`config.mk`:
```
export PLATFORM = sky130hd
export DESIGN_NAME = flight_mode_battery_supervisor_core
export DESIGN_NICKNAME = d
export VERILOG_FILES = /design/src/design/fmbs_pkg.sv /design/src/design/fmbs_cell.sv /design/src/design/fmbs_avg.sv /design/src/design/fmbs_ctrl.sv /design/src/design/flight_mode_battery_supervisor_core.sv
export SDC_FILE = /design/constraint.sdc
export NUM_CORES = 1
export LEC_CHECK = 0
export ABC_AREA = 0
export BUFFER_PORTS_ARGS = -buffer_cell sky130_fd_sc_hd__buf_2
export CORE_MARGIN = 3
export CORE_UTILIZATION = 60
export DETAILED_ROUTE_END_ITERATION = 10
export PLACE_DENSITY_LB_ADDON = 0.12
export SLEW_MARGIN = 10
export SYNTH_ARGS = -nofsm -noshare
export SYNTH_HDL_FRONTEND = slang
export SYNTH_SLANG_ARGS = --single-unit
```
`constraint.sdc`:
```
create_clock -name clk -period 9.77 [get_ports clk]
set_input_delay 0.4885 -clock clk [delete_from_list [all_inputs] [get_ports clk]]
set_output_delay 0.4885 -clock clk [all_outputs]
set_load 0.02 [all_outputs]
```
`src/design/fmbs_pkg.sv`:
```
`default_nettype none

package fmbs_pkg;

  // field widths
  localparam int unsigned SAMPLE_W = 13;
  localparam int unsigned TICK_W   = 16;
  localparam int unsigned THR_W    = 13;

  // moving average length and derived arithmetic
  localparam int unsigned AVG_LEN   = 7;
  localparam int unsigned SUM_W     = $clog2(((1 << SAMPLE_W) - 1) * AVG_LEN + 1);
  localparam int unsigned LEN_LOG   = $clog2(AVG_LEN);
  // reciprocal of AVG_LEN, rounded up, exact for every sum below 2**SUM_W
  localparam int unsigned DIV_SHIFT = SUM_W + LEN_LOG;
  localparam int unsigned RECIP_W   = DIV_SHIFT - LEN_LOG + 1;
  localparam int unsigned RECIP     = (2 ** DIV_SHIFT) / AVG_LEN + 1;

  // register reset values
  localparam logic [TICK_W-1:0] TAKEOFF_RST = TICK_W'(200);
  localparam logic [TICK_W-1:0] LANDING_RST = TICK_W'(200);
  localparam logic [THR_W-1:0]  FLY_MV_RST  = THR_W'(3000);
  localparam logic [THR_W-1:0]  IDLE_MV_RST = THR_W'(3400);

  // register indexes
  localparam logic [1:0] REG_TAKEOFF = 2'd0;
  localparam logic [1:0] REG_LANDING = 2'd1;
  localparam logic [1:0] REG_FLY_MV  = 2'd2;
  localparam logic [1:0] REG_IDLE_MV = 2'd3;

  typedef enum logic [1:0] {
    KIND_CMD    = 2'd0,
    KIND_RADIO  = 2'd1,
    KIND_SAMPLE = 2'd2,
    KIND_TICK   = 2'd3
  } kind_t;

  typedef enum logic [1:0] {
    MODE_OFF     = 2'd0,
    MODE_TAKEOFF = 2'd1,
    MODE_FLYING  = 2'd2,
    MODE_LAND    = 2'd3
  } mode_t;

  // command codes
  localparam logic [1:0] CMD_TAKEOFF = 2'd0;
  localparam logic [1:0] CMD_LAND    = 2'd1;
  localparam logic [1:0] CMD_OFF     = 2'd2;

  // averager status toward the mode controller
  typedef struct packed {
    logic                below_fly;
    logic                below_idle;
    logic [SAMPLE_W-1:0] filtered;
  } avg_stat_t;

  // one result beat
  typedef struct packed {
    mode_t               mode;
    logic                low;
    logic [SAMPLE_W-1:0] filtered;
    logic                changed;
  } result_t;

endpackage

`default_nettype wire

```
`src/design/fmbs_cell.sv`:
```
`default_nettype none

module fmbs_cell (
  input  wire logic                          clk,
  input  wire logic                          rst_n,
  input  wire logic                          shift_en,
  input  wire logic [fmbs_pkg::SAMPLE_W-1:0] d_in,
  output logic      [fmbs_pkg::SAMPLE_W-1:0] q_out
);

  logic [fmbs_pkg::SAMPLE_W-1:0] q_r;
  logic [fmbs_pkg::SAMPLE_W-1:0] q_nxt;

  // take the neighbor's sample on a shift
  always_comb begin
    q_nxt = shift_en ? d_in : q_r;
  end

  always_ff @(posedge clk) begin
    if (!rst_n) begin
      q_r <= '0;
    end else begin
      q_r <= q_nxt;
    end
  end

  assign q_out = q_r;

endmodule

`default_nettype wire

```
`src/design/fmbs_avg.sv`:
```
`default_nettype none

module fmbs_avg (
  input  wire logic                          clk,
  input  wire logic                          rst_n,
  input  wire logic                          shift_en,
  input  wire logic [fmbs_pkg::SAMPLE_W-1:0] sample,
  input  wire logic [fmbs_pkg::SUM_W-1:0]    fly_lim,
  input  wire logic [fmbs_pkg::SUM_W-1:0]    idle_lim,
  output fmbs_pkg::avg_stat_t                stat
);

  localparam int unsigned PROD_W = fmbs_pkg::SUM_W + fmbs_pkg::RECIP_W;
  localparam logic [fmbs_pkg::RECIP_W-1:0] RECIP_K = fmbs_pkg::RECIP_W'(fmbs_pkg::RECIP);

  logic [fmbs_pkg::SAMPLE_W-1:0] tap [fmbs_pkg::AVG_LEN];
  logic [fmbs_pkg::SUM_W-1:0]    sum_r;
  logic [fmbs_pkg::SUM_W-1:0]    sum_nxt;
  logic [fmbs_pkg::SUM_W-1:0]    sum_sel;
  logic [PROD_W-1:0]             prod;

  // sample delay line, one cell per tap
  for (genvar i = 0; i < fmbs_pkg::AVG_LEN; i++) begin : g_line
    if (i == 0) begin : g_head
      fmbs_cell u_cell (
        .clk      (clk),
        .rst_n    (rst_n),
        .shift_en (shift_en),
        .d_in     (sample),
        .q_out    (tap[i])
      );
    end else begin : g_body
      fmbs_cell u_cell (
        .clk      (clk),
        .rst_n    (rst_n),
        .shift_en (shift_en),
        .d_in     (tap[i-1]),
        .q_out    (tap[i])
      );
    end
  end

  // running sum: add newest, drop oldest
  always_comb begin
    sum_nxt = sum_r + fmbs_pkg::SUM_W'(sample)
            - fmbs_pkg::SUM_W'(tap[fmbs_pkg::AVG_LEN-1]);
    sum_sel = shift_en ? sum_nxt : sum_r;
  end

  always_ff @(posedge clk) begin
    if (!rst_n) begin
      sum_r <= '0;
    end else begin
      sum_r <= sum_sel;
    end
  end

  // divide by the length through the reciprocal
  assign prod = PROD_W'(sum_sel) * PROD_W'(RECIP_K);

  // floor(sum / N) < t  is the same as  sum < N * t
  always_comb begin
    stat.below_fly  = sum_nxt < fly_lim;
    stat.below_idle = sum_nxt < idle_lim;
    stat.filtered   = prod[fmbs_pkg::DIV_SHIFT +: fmbs_pkg::SAMPLE_W];
  end

endmodule

`default_nettype wire

```
`src/design/fmbs_ctrl.sv`:
```
`default_nettype none

module fmbs_ctrl (
  input  wire logic                        clk,
  input  wire logic                        rst_n,
  input  wire logic                        beat_en,
  input  wire fmbs_pkg::kind_t             kind,
  input  wire logic [1:0]                  cmd,
  input  wire logic                        link_up,
  input  wire logic [fmbs_pkg::TICK_W-1:0] takeoff_ticks,
  input  wire logic [fmbs_pkg::TICK_W-1:0] landing_ticks,
  input  wire fmbs_pkg::avg_stat_t         stat,
  output fmbs_pkg::result_t                res
);

  fmbs_pkg::mode_t             mode_r, mode_nxt;
  logic                        link_r, link_nxt;
  logic                        low_r, low_nxt;
  logic [fmbs_pkg::TICK_W-1:0] phase_r, phase_nxt;

  logic                        req;
  fmbs_pkg::mode_t             target;
  logic                        low_now;
  logic [fmbs_pkg::TICK_W-1:0] phase_inc;
  logic [fmbs_pkg::TICK_W-1:0] limit;

  // event decode and next state
  always_comb begin
    link_nxt  = link_r;
    low_nxt   = low_r;
    phase_nxt = phase_r;
    req       = 1'b0;
    target    = fmbs_pkg::MODE_OFF;
    low_now   = (mode_r != fmbs_pkg::MODE_OFF) ? stat.below_fly : stat.below_idle;
    phase_inc = (phase_r == '1) ? phase_r : phase_r + 1'b1;
    limit     = (mode_r == fmbs_pkg::MODE_TAKEOFF) ? takeoff_ticks : landing_ticks;

    case (kind)
      fmbs_pkg::KIND_CMD: begin
        case (cmd)
          fmbs_pkg::CMD_TAKEOFF: begin
            req    = (mode_r == fmbs_pkg::MODE_OFF);
            target = fmbs_pkg::MODE_TAKEOFF;
          end
          fmbs_pkg::CMD_LAND: begin
            req    = (mode_r != fmbs_pkg::MODE_OFF);
            target = fmbs_pkg::MODE_LAND;
          end
          fmbs_pkg::CMD_OFF: begin
            req    = 1'b1;
            target = fmbs_pkg::MODE_OFF;
          end
          default: ;
        endcase
      end
      fmbs_pkg::KIND_RADIO: begin
        link_nxt = link_up;
      end
      fmbs_pkg::KIND_SAMPLE: begin
        if (low_now) begin
          low_nxt = 1'b1;
          // entering low battery while airborne forces landing
          req     = !low_r && (mode_r != fmbs_pkg::MODE_OFF);
          target  = fmbs_pkg::MODE_LAND;
        end else begin
          low_nxt = 1'b0;
        end
      end
      fmbs_pkg::KIND_TICK: begin
        if (mode_r == fmbs_pkg::MODE_TAKEOFF || mode_r == fmbs_pkg::MODE_LAND) begin
          phase_nxt = phase_inc;
          req       = (phase_inc >= limit);
          target    = (mode_r == fmbs_pkg::MODE_TAKEOFF) ? fmbs_pkg::MODE_FLYING
                                                         : fmbs_pkg::MODE_OFF;
        end
      end
      default: ;
    endcase

    // change request: link down sends motors off, timer restarts
    mode_nxt = mode_r;
    if (req) begin
      mode_nxt  = link_r ? target : fmbs_pkg::MODE_OFF;
      phase_nxt = '0;
    end
  end

  always_ff @(posedge clk) begin
    if (!rst_n) begin
      mode_r  <= fmbs_pkg::MODE_OFF;
      link_r  <= 1'b0;
      low_r   <= 1'b0;
      phase_r <= '0;
    end else if (beat_en) begin
      mode_r  <= mode_nxt;
      link_r  <= link_nxt;
      low_r   <= low_nxt;
      phase_r <= phase_nxt;
    end
  end

  // result of this beat
  always_comb begin
    res.mode     = mode_nxt;
    res.low      = low_nxt;
    res.filtered = stat.filtered;
    res.changed  = req;
  end

endmodule

`default_nettype wire

```
`src/design/flight_mode_battery_supervisor_core.sv`:
```
`default_nettype none

// Flight mode and battery supervisor.
// Input channel (in_valid / in_stall) carries one event per beat: a command,
// a radio link status, a battery sample or a timer tick, chosen by in_kind.
// Every input beat yields exactly one result beat on the out_ channel with
// the mode, battery-low flag and filtered voltage after that event, and a
// flag telling whether the event requested a mode change.
// The result is registered at the edge that accepts the event. Throughput
// is one event per cycle while in_stall is low; the mode and timer update
// and the running-sum step of the sample line all close at that edge.
// A two-entry output stage (output register plus skid register) lets the
// block accept while a result waits; in_stall rises only once both hold a
// result the receiver has not taken, and results are kept in order.
// Battery samples shift through a line of seven cells; their sum is kept
// exactly and divided by seven with a reciprocal multiply. Registers are
// written through the cfg_ APB port while the block is idle (user's rule,
// not enforced). Synchronous reset: motors off, link down, flag normal,
// sample line and sum cleared, registers at defaults, no result pending.

module flight_mode_battery_supervisor_core (
  input  wire logic                            clk,
  input  wire logic                            rst_n,
  // event channel
  input  wire logic                            in_valid,
  output logic                                 in_stall,
  input  wire logic [1:0]                      in_kind,
  input  wire logic [1:0]                      in_command_code,
  input  wire logic                            in_link_up,
  input  wire logic [fmbs_pkg::SAMPLE_W-1:0]   in_sample_mv,
  // result channel
  output logic                                 out_valid,
  input  wire logic                            out_stall,
  output logic [1:0]                           out_flight_mode,
  output logic                                 out_battery_low,
  output logic [fmbs_pkg::SAMPLE_W-1:0]        out_filtered_mv,
  output logic                                 out_mode_changed,
  // configuration
  input  wire logic                            cfg_psel,
  input  wire logic                            cfg_penable,
  input  wire logic                            cfg_pwrite,
  input  wire logic [3:0]                      cfg_paddr,
  input  wire logic [31:0]                     cfg_pwdata,
  output logic [31:0]                          cfg_prdata,
  output logic                                 cfg_pready
);

  localparam logic [fmbs_pkg::SUM_W-1:0] LEN_S = fmbs_pkg::SUM_W'(fmbs_pkg::AVG_LEN);

  logic [fmbs_pkg::TICK_W-1:0] takeoff_r, landing_r;
  logic [fmbs_pkg::THR_W-1:0]  fly_mv_r, idle_mv_r;
  logic [fmbs_pkg::SUM_W-1:0]  fly_lim_r, idle_lim_r;
  logic                        cfg_wr;
  logic [1:0]                  cfg_idx;
  logic [fmbs_pkg::THR_W-1:0]  wr_mv;
  logic [fmbs_pkg::SUM_W-1:0]  wr_lim;

  logic                        accept;
  logic                        shift_en;
  fmbs_pkg::avg_stat_t         stat;
  fmbs_pkg::result_t           res;

  fmbs_pkg::result_t           out_r, skid_r;
  logic                        out_vld_r, skid_vld_r;
  logic                        out_free;

  // register port
  assign cfg_pready = 1'b1;
  assign cfg_wr     = cfg_psel && cfg_penable && cfg_pwrite;
  assign cfg_idx    = cfg_paddr[3:2];
  assign wr_mv      = cfg_pwdata[fmbs_pkg::THR_W-1:0];
  // thresholds kept pre-scaled by the average length for the sum compare
  assign wr_lim     = fmbs_pkg::SUM_W'(wr_mv) * LEN_S;

  always_ff @(posedge clk) begin
    if (!rst_n) begin
      takeoff_r  <= fmbs_pkg::TAKEOFF_RST;
      landing_r  <= fmbs_pkg::LANDING_RST;
      fly_mv_r   <= fmbs_pkg::FLY_MV_RST;
      idle_mv_r  <= fmbs_pkg::IDLE_MV_RST;
      fly_lim_r  <= fmbs_pkg::SUM_W'(fmbs_pkg::FLY_MV_RST) * LEN_S;
      idle_lim_r <= fmbs_pkg::SUM_W'(fmbs_pkg::IDLE_MV_RST) * LEN_S;
    end else if (cfg_wr) begin
      case (cfg_idx)
        fmbs_pkg::REG_TAKEOFF: takeoff_r <= cfg_pwdata[fmbs_pkg::TICK_W-1:0];
        fmbs_pkg::REG_LANDING: landing_r <= cfg_pwdata[fmbs_pkg::TICK_W-1:0];
        fmbs_pkg::REG_FLY_MV: begin
          fly_mv_r  <= wr_mv;
          fly_lim_r <= wr_lim;
        end
        fmbs_pkg::REG_IDLE_MV: begin
          idle_mv_r  <= wr_mv;
          idle_lim_r <= wr_lim;
        end
        default: ;
      endcase
    end
  end

  always_comb begin
    case (cfg_idx)
      fmbs_pkg::REG_TAKEOFF: cfg_prdata = 32'(takeoff_r);
      fmbs_pkg::REG_LANDING: cfg_prdata = 32'(landing_r);
      fmbs_pkg::REG_FLY_MV:  cfg_prdata = 32'(fly_mv_r);
      fmbs_pkg::REG_IDLE_MV: cfg_prdata = 32'(idle_mv_r);
      default:               cfg_prdata = '0;
    endcase
  end

  // input beat
  assign in_stall = skid_vld_r;
  assign accept   = in_valid && !skid_vld_r;
  assign shift_en = accept && (fmbs_pkg::kind_t'(in_kind) == fmbs_pkg::KIND_SAMPLE);

  fmbs_avg u_avg (
    .clk      (clk),
    .rst_n    (rst_n),
    .shift_en (shift_en),
    .sample   (in_sample_mv),
    .fly_lim  (fly_lim_r),
    .idle_lim (idle_lim_r),
    .stat     (stat)
  );

  fmbs_ctrl u_ctrl (
    .clk           (clk),
    .rst_n         (rst_n),
    .beat_en       (accept),
    .kind          (fmbs_pkg::kind_t'(in_kind)),
    .cmd           (in_command_code),
    .link_up       (in_link_up),
    .takeoff_ticks (takeoff_r),
    .landing_ticks (landing_r),
    .stat          (stat),
    .res           (res)
  );

  // output register with skid stage
  assign out_free = !out_vld_r || !out_stall;

  always_ff @(posedge clk) begin
    if (!rst_n) begin
      out_vld_r  <= 1'b0;
      skid_vld_r <= 1'b0;
    end else if (out_free) begin
      out_vld_r  <= skid_vld_r || accept;
      skid_vld_r <= 1'b0;
    end else if (accept) begin
      skid_vld_r <= 1'b1;
    end
  end

  always_ff @(posedge clk) begin
    if (out_free) begin
      out_r <= skid_vld_r ? skid_r : res;
    end else if (accept) begin
      skid_r <= res;
    end
  end

  assign out_valid        = out_vld_r;
  assign out_flight_mode  = out_r.mode;
  assign out_battery_low  = out_r.low;
  assign out_filtered_mv  = out_r.filtered;
  assign out_mode_changed = out_r.changed;

endmodule

`default_nettype wire

```
# Word level (Yosys, flattened, before mapping)

Cells that the tools add are included.

Register bits after elaboration: 253
Output and inout bits: 52
Logic and storage cells: 98

$add $sub $neg: 3
Multipliers: 2
$lt $le $gt $ge: 3
Equal/unequal tests: 11
Muxes and demuxes: 22
Bitwise logic cells: 2
Reduce and logical (&&, ||, !) cells: 27

Operators by type and width:

| cell                     | number |
|---|---|
| $pmux W32 S4             | 1 |
| $mux W16                 | 6 |
| $lt A16 B16 Y1           | 2 |
| $mul A16 B17 Y32 const B | 1 |
| $mux W17                 | 1 |
| $add A16 B1 Y16 const B  | 1 |
| $add A16 B13 Y16         | 1 |
| $eq A16 B16 Y1 const B   | 1 |
| $ge A16 B16 Y1           | 1 |
| $mul A13 B3 Y16 const B  | 1 |
| $sub A16 B13 Y16         | 1 |
| $eq A2 B2 Y1 const B     | 6 |
| $reduce_and A2 Y1        | 6 |
| $mux W2                  | 5 |
| $eq A2 B1 Y1 const B     | 4 |
| $logic_not A2 Y1         | 4 |
| $pmux W1 S3              | 2 |
| $pmux W2 S3              | 1 |
| $reduce_bool A2 Y1       | 3 |
| $logic_and A1 B1 Y1      | 5 |
| $mux W1                  | 5 |
| $logic_not A1 Y1         | 4 |
| $pmux W2 S2              | 1 |
| $logic_or A1 B1 Y1       | 3 |
| 3 further kinds          | 4 |

# Depth between registers and ports, before layout

Depth in word-level cells: 9
Mapped depth: 34
Mapped depth without buffers: 34

# Modules after synthesis

From an unflattened synthesis, not the netlist that was laid out.

Cells, all modules: 1,769
Area, all modules: 17,290.3 sq um

By module, submodules not included:

| module                              | instances | cells an instance | area an instance (sq um) |
|---|---|---|---|
| fmbs_avg                            | 1         | 670               | 5,903.2 |
| flight_mode_battery_supervisor_core | 1         | 580               | 5,895.7 |
| fmbs_cell                           | 7         | 42                | 506.7 |
| fmbs_ctrl                           | 1         | 225               | 1,944.4 |

# Worst setup path before layout

Ideal clock, no wire load.

Kind: in2reg
Start point: input port in_sample_mv[1] (netlist bit)
End point: register out_r, in the netlist out_filtered_mv[12] (data pin)
Library setup time: 0.260 ns
Data arrival time: 8.123 ns
Setup slack: 1.387 ns
Stages: 33
Cell sequence: inv_1 -> fa_1 -> inv_1 -> fa_1 -> a21oi_1 -> nand4b_1 -> nand4_1 -> a41oi_1 -> o21bai_1 -> a21oi_1 -> xnor2_1 -> mux2i_1 -> inv_1 -> ha_1 -> ha_1 -> inv_1 -> fa_1 -> inv_1 -> fa_1 -> inv_1 -> fa_1 -> inv_1 -> fa_1 -> ha_1 -> a21oi_1 -> o221ai_2 -> a21o_1 -> a2111oi_4 -> a22oi_2 -> or4b_1 -> and3_1 -> xor2_1 -> mux2_2

RTL lines:

| what                 | line                                       | source |
|---|---|---|
| start, declared      | flight_mode_battery_supervisor_core.sv:30  | `input wire logic [fmbs_pkg::SAMPLE_W-1:0] in_sample_mv,` |
| end signal, assigned | flight_mode_battery_supervisor_core.sv:155 | `out_r <= skid_vld_r ? skid_r : res;` |
| end, declared        | flight_mode_battery_supervisor_core.sv:63  | `fmbs_pkg::result_t out_r, skid_r;` |

==> metrics.txt <==
outcome=completed; post-DP HPWL=27100 um; layout cells sized above 1=0.0948; H-tree depth=1; cell family with most CP delay=adder cells; multi-input gate area in the final layout=9780 sq um; crit path DAT=9.15 ns; post-CTS sizing=0; commonest non-fill, non-tap cell in the layout=nand2_1; PD cells=about 180 nW/um^2; Initial Utilization=0.618; fin crit share=0.907; Cells after Synth=1889; DR vias=~13000; wire per inst=16.1 um; Req. time, crit path=10.06 ns; Port Buffers=77; final wirelength=36800 um; CTS max path bufs=3; Seq cells post-synth=251; Fillers=2174; startpoint types=flip-flop; Rows=between 50 and 60; dominant synthesized flop cell=dfxtp_1; Num Clock Sinks=between 200 and 300; I/O Pins=~110; Crit. End Element=flip-flop; register area share after synthesis=0.330; initial antenna violation count=0; Die H=171 um; first-pass GRT wire length=61200 um; number of flops mapped to enable cells by yosys=34; antenna cells=0; Slew HR=0.210; Post-Syn Area=approximately 16000 sq um; largest net degree at the start of global routing=90; Bufs and invs on worst path=7; Worst Hold Class=input port to flip-flop; Setup-failing EPs final=0; final hold vios=0; Core Area=26400 sq um; setup tns final=0 ns; total chip power=3180 uW; RD Place Congestion=between 0.8 and 0.9; Synth Warn #=0; cts hold-fix bufs=0; Switch Pwr=between 1000 and 1500 uW; Internal=between 2000 and 2500 uW; Die Wd=171 um; Reg power frac=0.352; Comb pwr share=0.312; P&R area growth vs syn=9.21%; critical path's slowest cell=fa_1; max incr delay on CP=0.53 ns; initial DRC count=1000; clock latency on the worst-skew pair=~0.54 ns; CTS tree=built; Yosys cell types=68; Congestion Overflow GR=0; post-CTS setup buffers=0; antenna viol nets, final=0; Worst IR Drop VDD=0.199 mV; worst setup path category=flip-flop to flip-flop; Slew @ Worst Pin=approximately 1.2 ns; dpl cells=around 2200; DRC viols=0; minimum clock period=8.86 ns; crit-path max FO=7; switching part of the total power=0.330; area occupied by registers=roughly 5400 sq um; RSZ-0062 raised after global routing=no; CTS Buf Count=28; CP dominant cell by count=inv_1; vias in the first global route=roughly 12000; Fmax=0.113 GHz; Clk pin slew, worst setup/hold paths=0.06 ns; MaxCap Viol Count=0; Die ar.=29100 sq um; Via density=5.57; P_leak=0.00802 uW; Clk Tree Root Cell=clkbuf_16; syn_area_per_cell=8.62 sq um; drt pass-1 iters=5; total track usage=0.256; ys async rst share=0; Pins Over Slew Limit=0; Final Skew=0.0106 ns; Final Net Count=2255; part of the power in the clock network=0.335; highest-count cells in the layout ignoring fill and taps=nand2_1, dfxtp_1, inv_1; fin cells=2287
flip-flops by register name (all words and copies together) (netlist names):
register and cells:
u_avg.g_line.g_body.u_cell.q_out 78, skid_r 17, landing_r 16, takeoff_r 16, u_avg.sum_r 16, u_ctrl.phase_r 16, fly_lim_r 15, idle_lim_r 15
fly_mv_r 13, idle_mv_r 13, out_filtered_mv 13, u_avg.g_line.g_head.u_cell.q_out 13, out_flight_mode 2, u_ctrl.mode_r 2, in_stall 1, out_battery_low 1
out_mode_changed 1, out_valid 1, u_ctrl.link_r 1, u_ctrl.low_r 1
path summary, 6_finish.rpt:
path / startpoint / end / slack [ns] / depth (start not counted)
max reg2reg: u_avg.sum_r[1] / out_filtered_mv[12] / 0.91 / 33
max: u_avg.sum_r[1] / out_filtered_mv[12] / 0.91 / 33
min: in_link_up / u_ctrl.link_r / 0.19 / 3
min reg2reg: u_avg.g_line[1].g_body.u_cell.q_out[9] / u_avg.g_line[2].g_body.u_cell.q_out[9] / 0.45 / 2
synthesized netlist by cell type (8+ instances only):
master | number | share of area
nand3_1 | 45 | 0.014
a21o_1 | 20 | 0.0092
clkbuf_1 | 69 | 0.016
nor2b_1 | 8 | 0.0031
and3_1 | 8 | 0.0031
nand4_1 | 11 | 0.0042
edfxtp_1 | 34 | 0.063
mux2i_1 | 26 | 0.016
fa_1 | 70 | 0.086
a31oi_1 | 8 | 0.0031
mux2_2 | 16 | 0.011
o21ai_0 | 54 | 0.017
xor2_1 | 14 | 0.0075
nor3_1 | 18 | 0.0055
nand2_1 | 411 | 0.095
mux4_2 | 13 | 0.018
o21a_1 | 10 | 0.0046
and2_1 | 13 | 0.0050
a21oi_1 | 197 | 0.061
xnor2_1 | 37 | 0.020
o211ai_1 | 18 | 0.0083
nor2_1 | 63 | 0.015
dfxtp_1 | 217 | 0.27
inv_1 | 211 | 0.049
ha_1 | 194 | 0.15
buf_4 | 19 | 0.0088
power groups by stage:
stage	Clock [uW]	Sequential [uW]	Combinational, uW
after floorplan	0	1170	721
after global placement	0	1140	967
after detailed placement	0	1140	993
after CTS	1080	1120	1000
after global routing	1120	1130	1150
final	1070	1120	993
tightest hold or removal path: cells and delay by family:
family,cells,cell delay (ns)
AND/OR/NAND/NOR,1,0.08
buffers and inverters,1,0.08
multiplexers,1,0.05
cells by family (layout without fill, tap and decap cells):
| kind of cell | after synthesis | in the layout | share of synthesized area |
|---|---|---|---|
| adders and majority gates | 264 | 264 | 0.235 |
| other | 2 | 17 | 0.000461 |
| muxes | 55 | 55 | 0.0450 |
| buffers and inverters | 305 | 353 | 0.0755 |
| and+or+nand+nor | 612 | 612 | 0.161 |
| AOI/OAI and AO/OA | 349 | 349 | 0.126 |
| xor gates and xnor gates | 51 | 51 | 0.0274 |
| DFF | 251 | 251 | 0.330 |
final cells by class:
class | count | share of cell area
Tap cell | 335 | 0.0236
Clock buffer | 38 | 0.0455
Sequential cell | 251 | 0.302
Multi-Input combinational cell | 1348 | 0.550
Clock inverter | 14 | 0.00767
Inverter | 212 | 0.0449
Timing Repair Buffer | 89 | 0.0267
metrics by stage:
stage                     hold WS, ns  worst slack [ns]  area (sq um)  utilization
final                           0.191             0.910         17800        0.675
after global routing            0.196             0.258         17800        0.675
after floorplan                 0.432              1.39         16300            -
after global placement          0.436             0.683         16800        0.639
after detailed placement        0.444             0.577         16800        0.639
after CTS                       0.170             0.885         17800        0.675
routing by layer:
layer | global-route usage | vias up | routed length [um] | part of all wire
met1 | 0.371 | 6029 | 17600 | 0.48
met4 | 0.0621 | 0 | 837 | 0.023
met5 | 0 | - | 0 | 0
met3 | 0.0270 | 56 | 1620 | 0.044
li1 | - | 6352 | - | -
met2 | 0.414 | 306 | 16800 | 0.46
No activity file was read; power rests on OpenSTA's default activity.
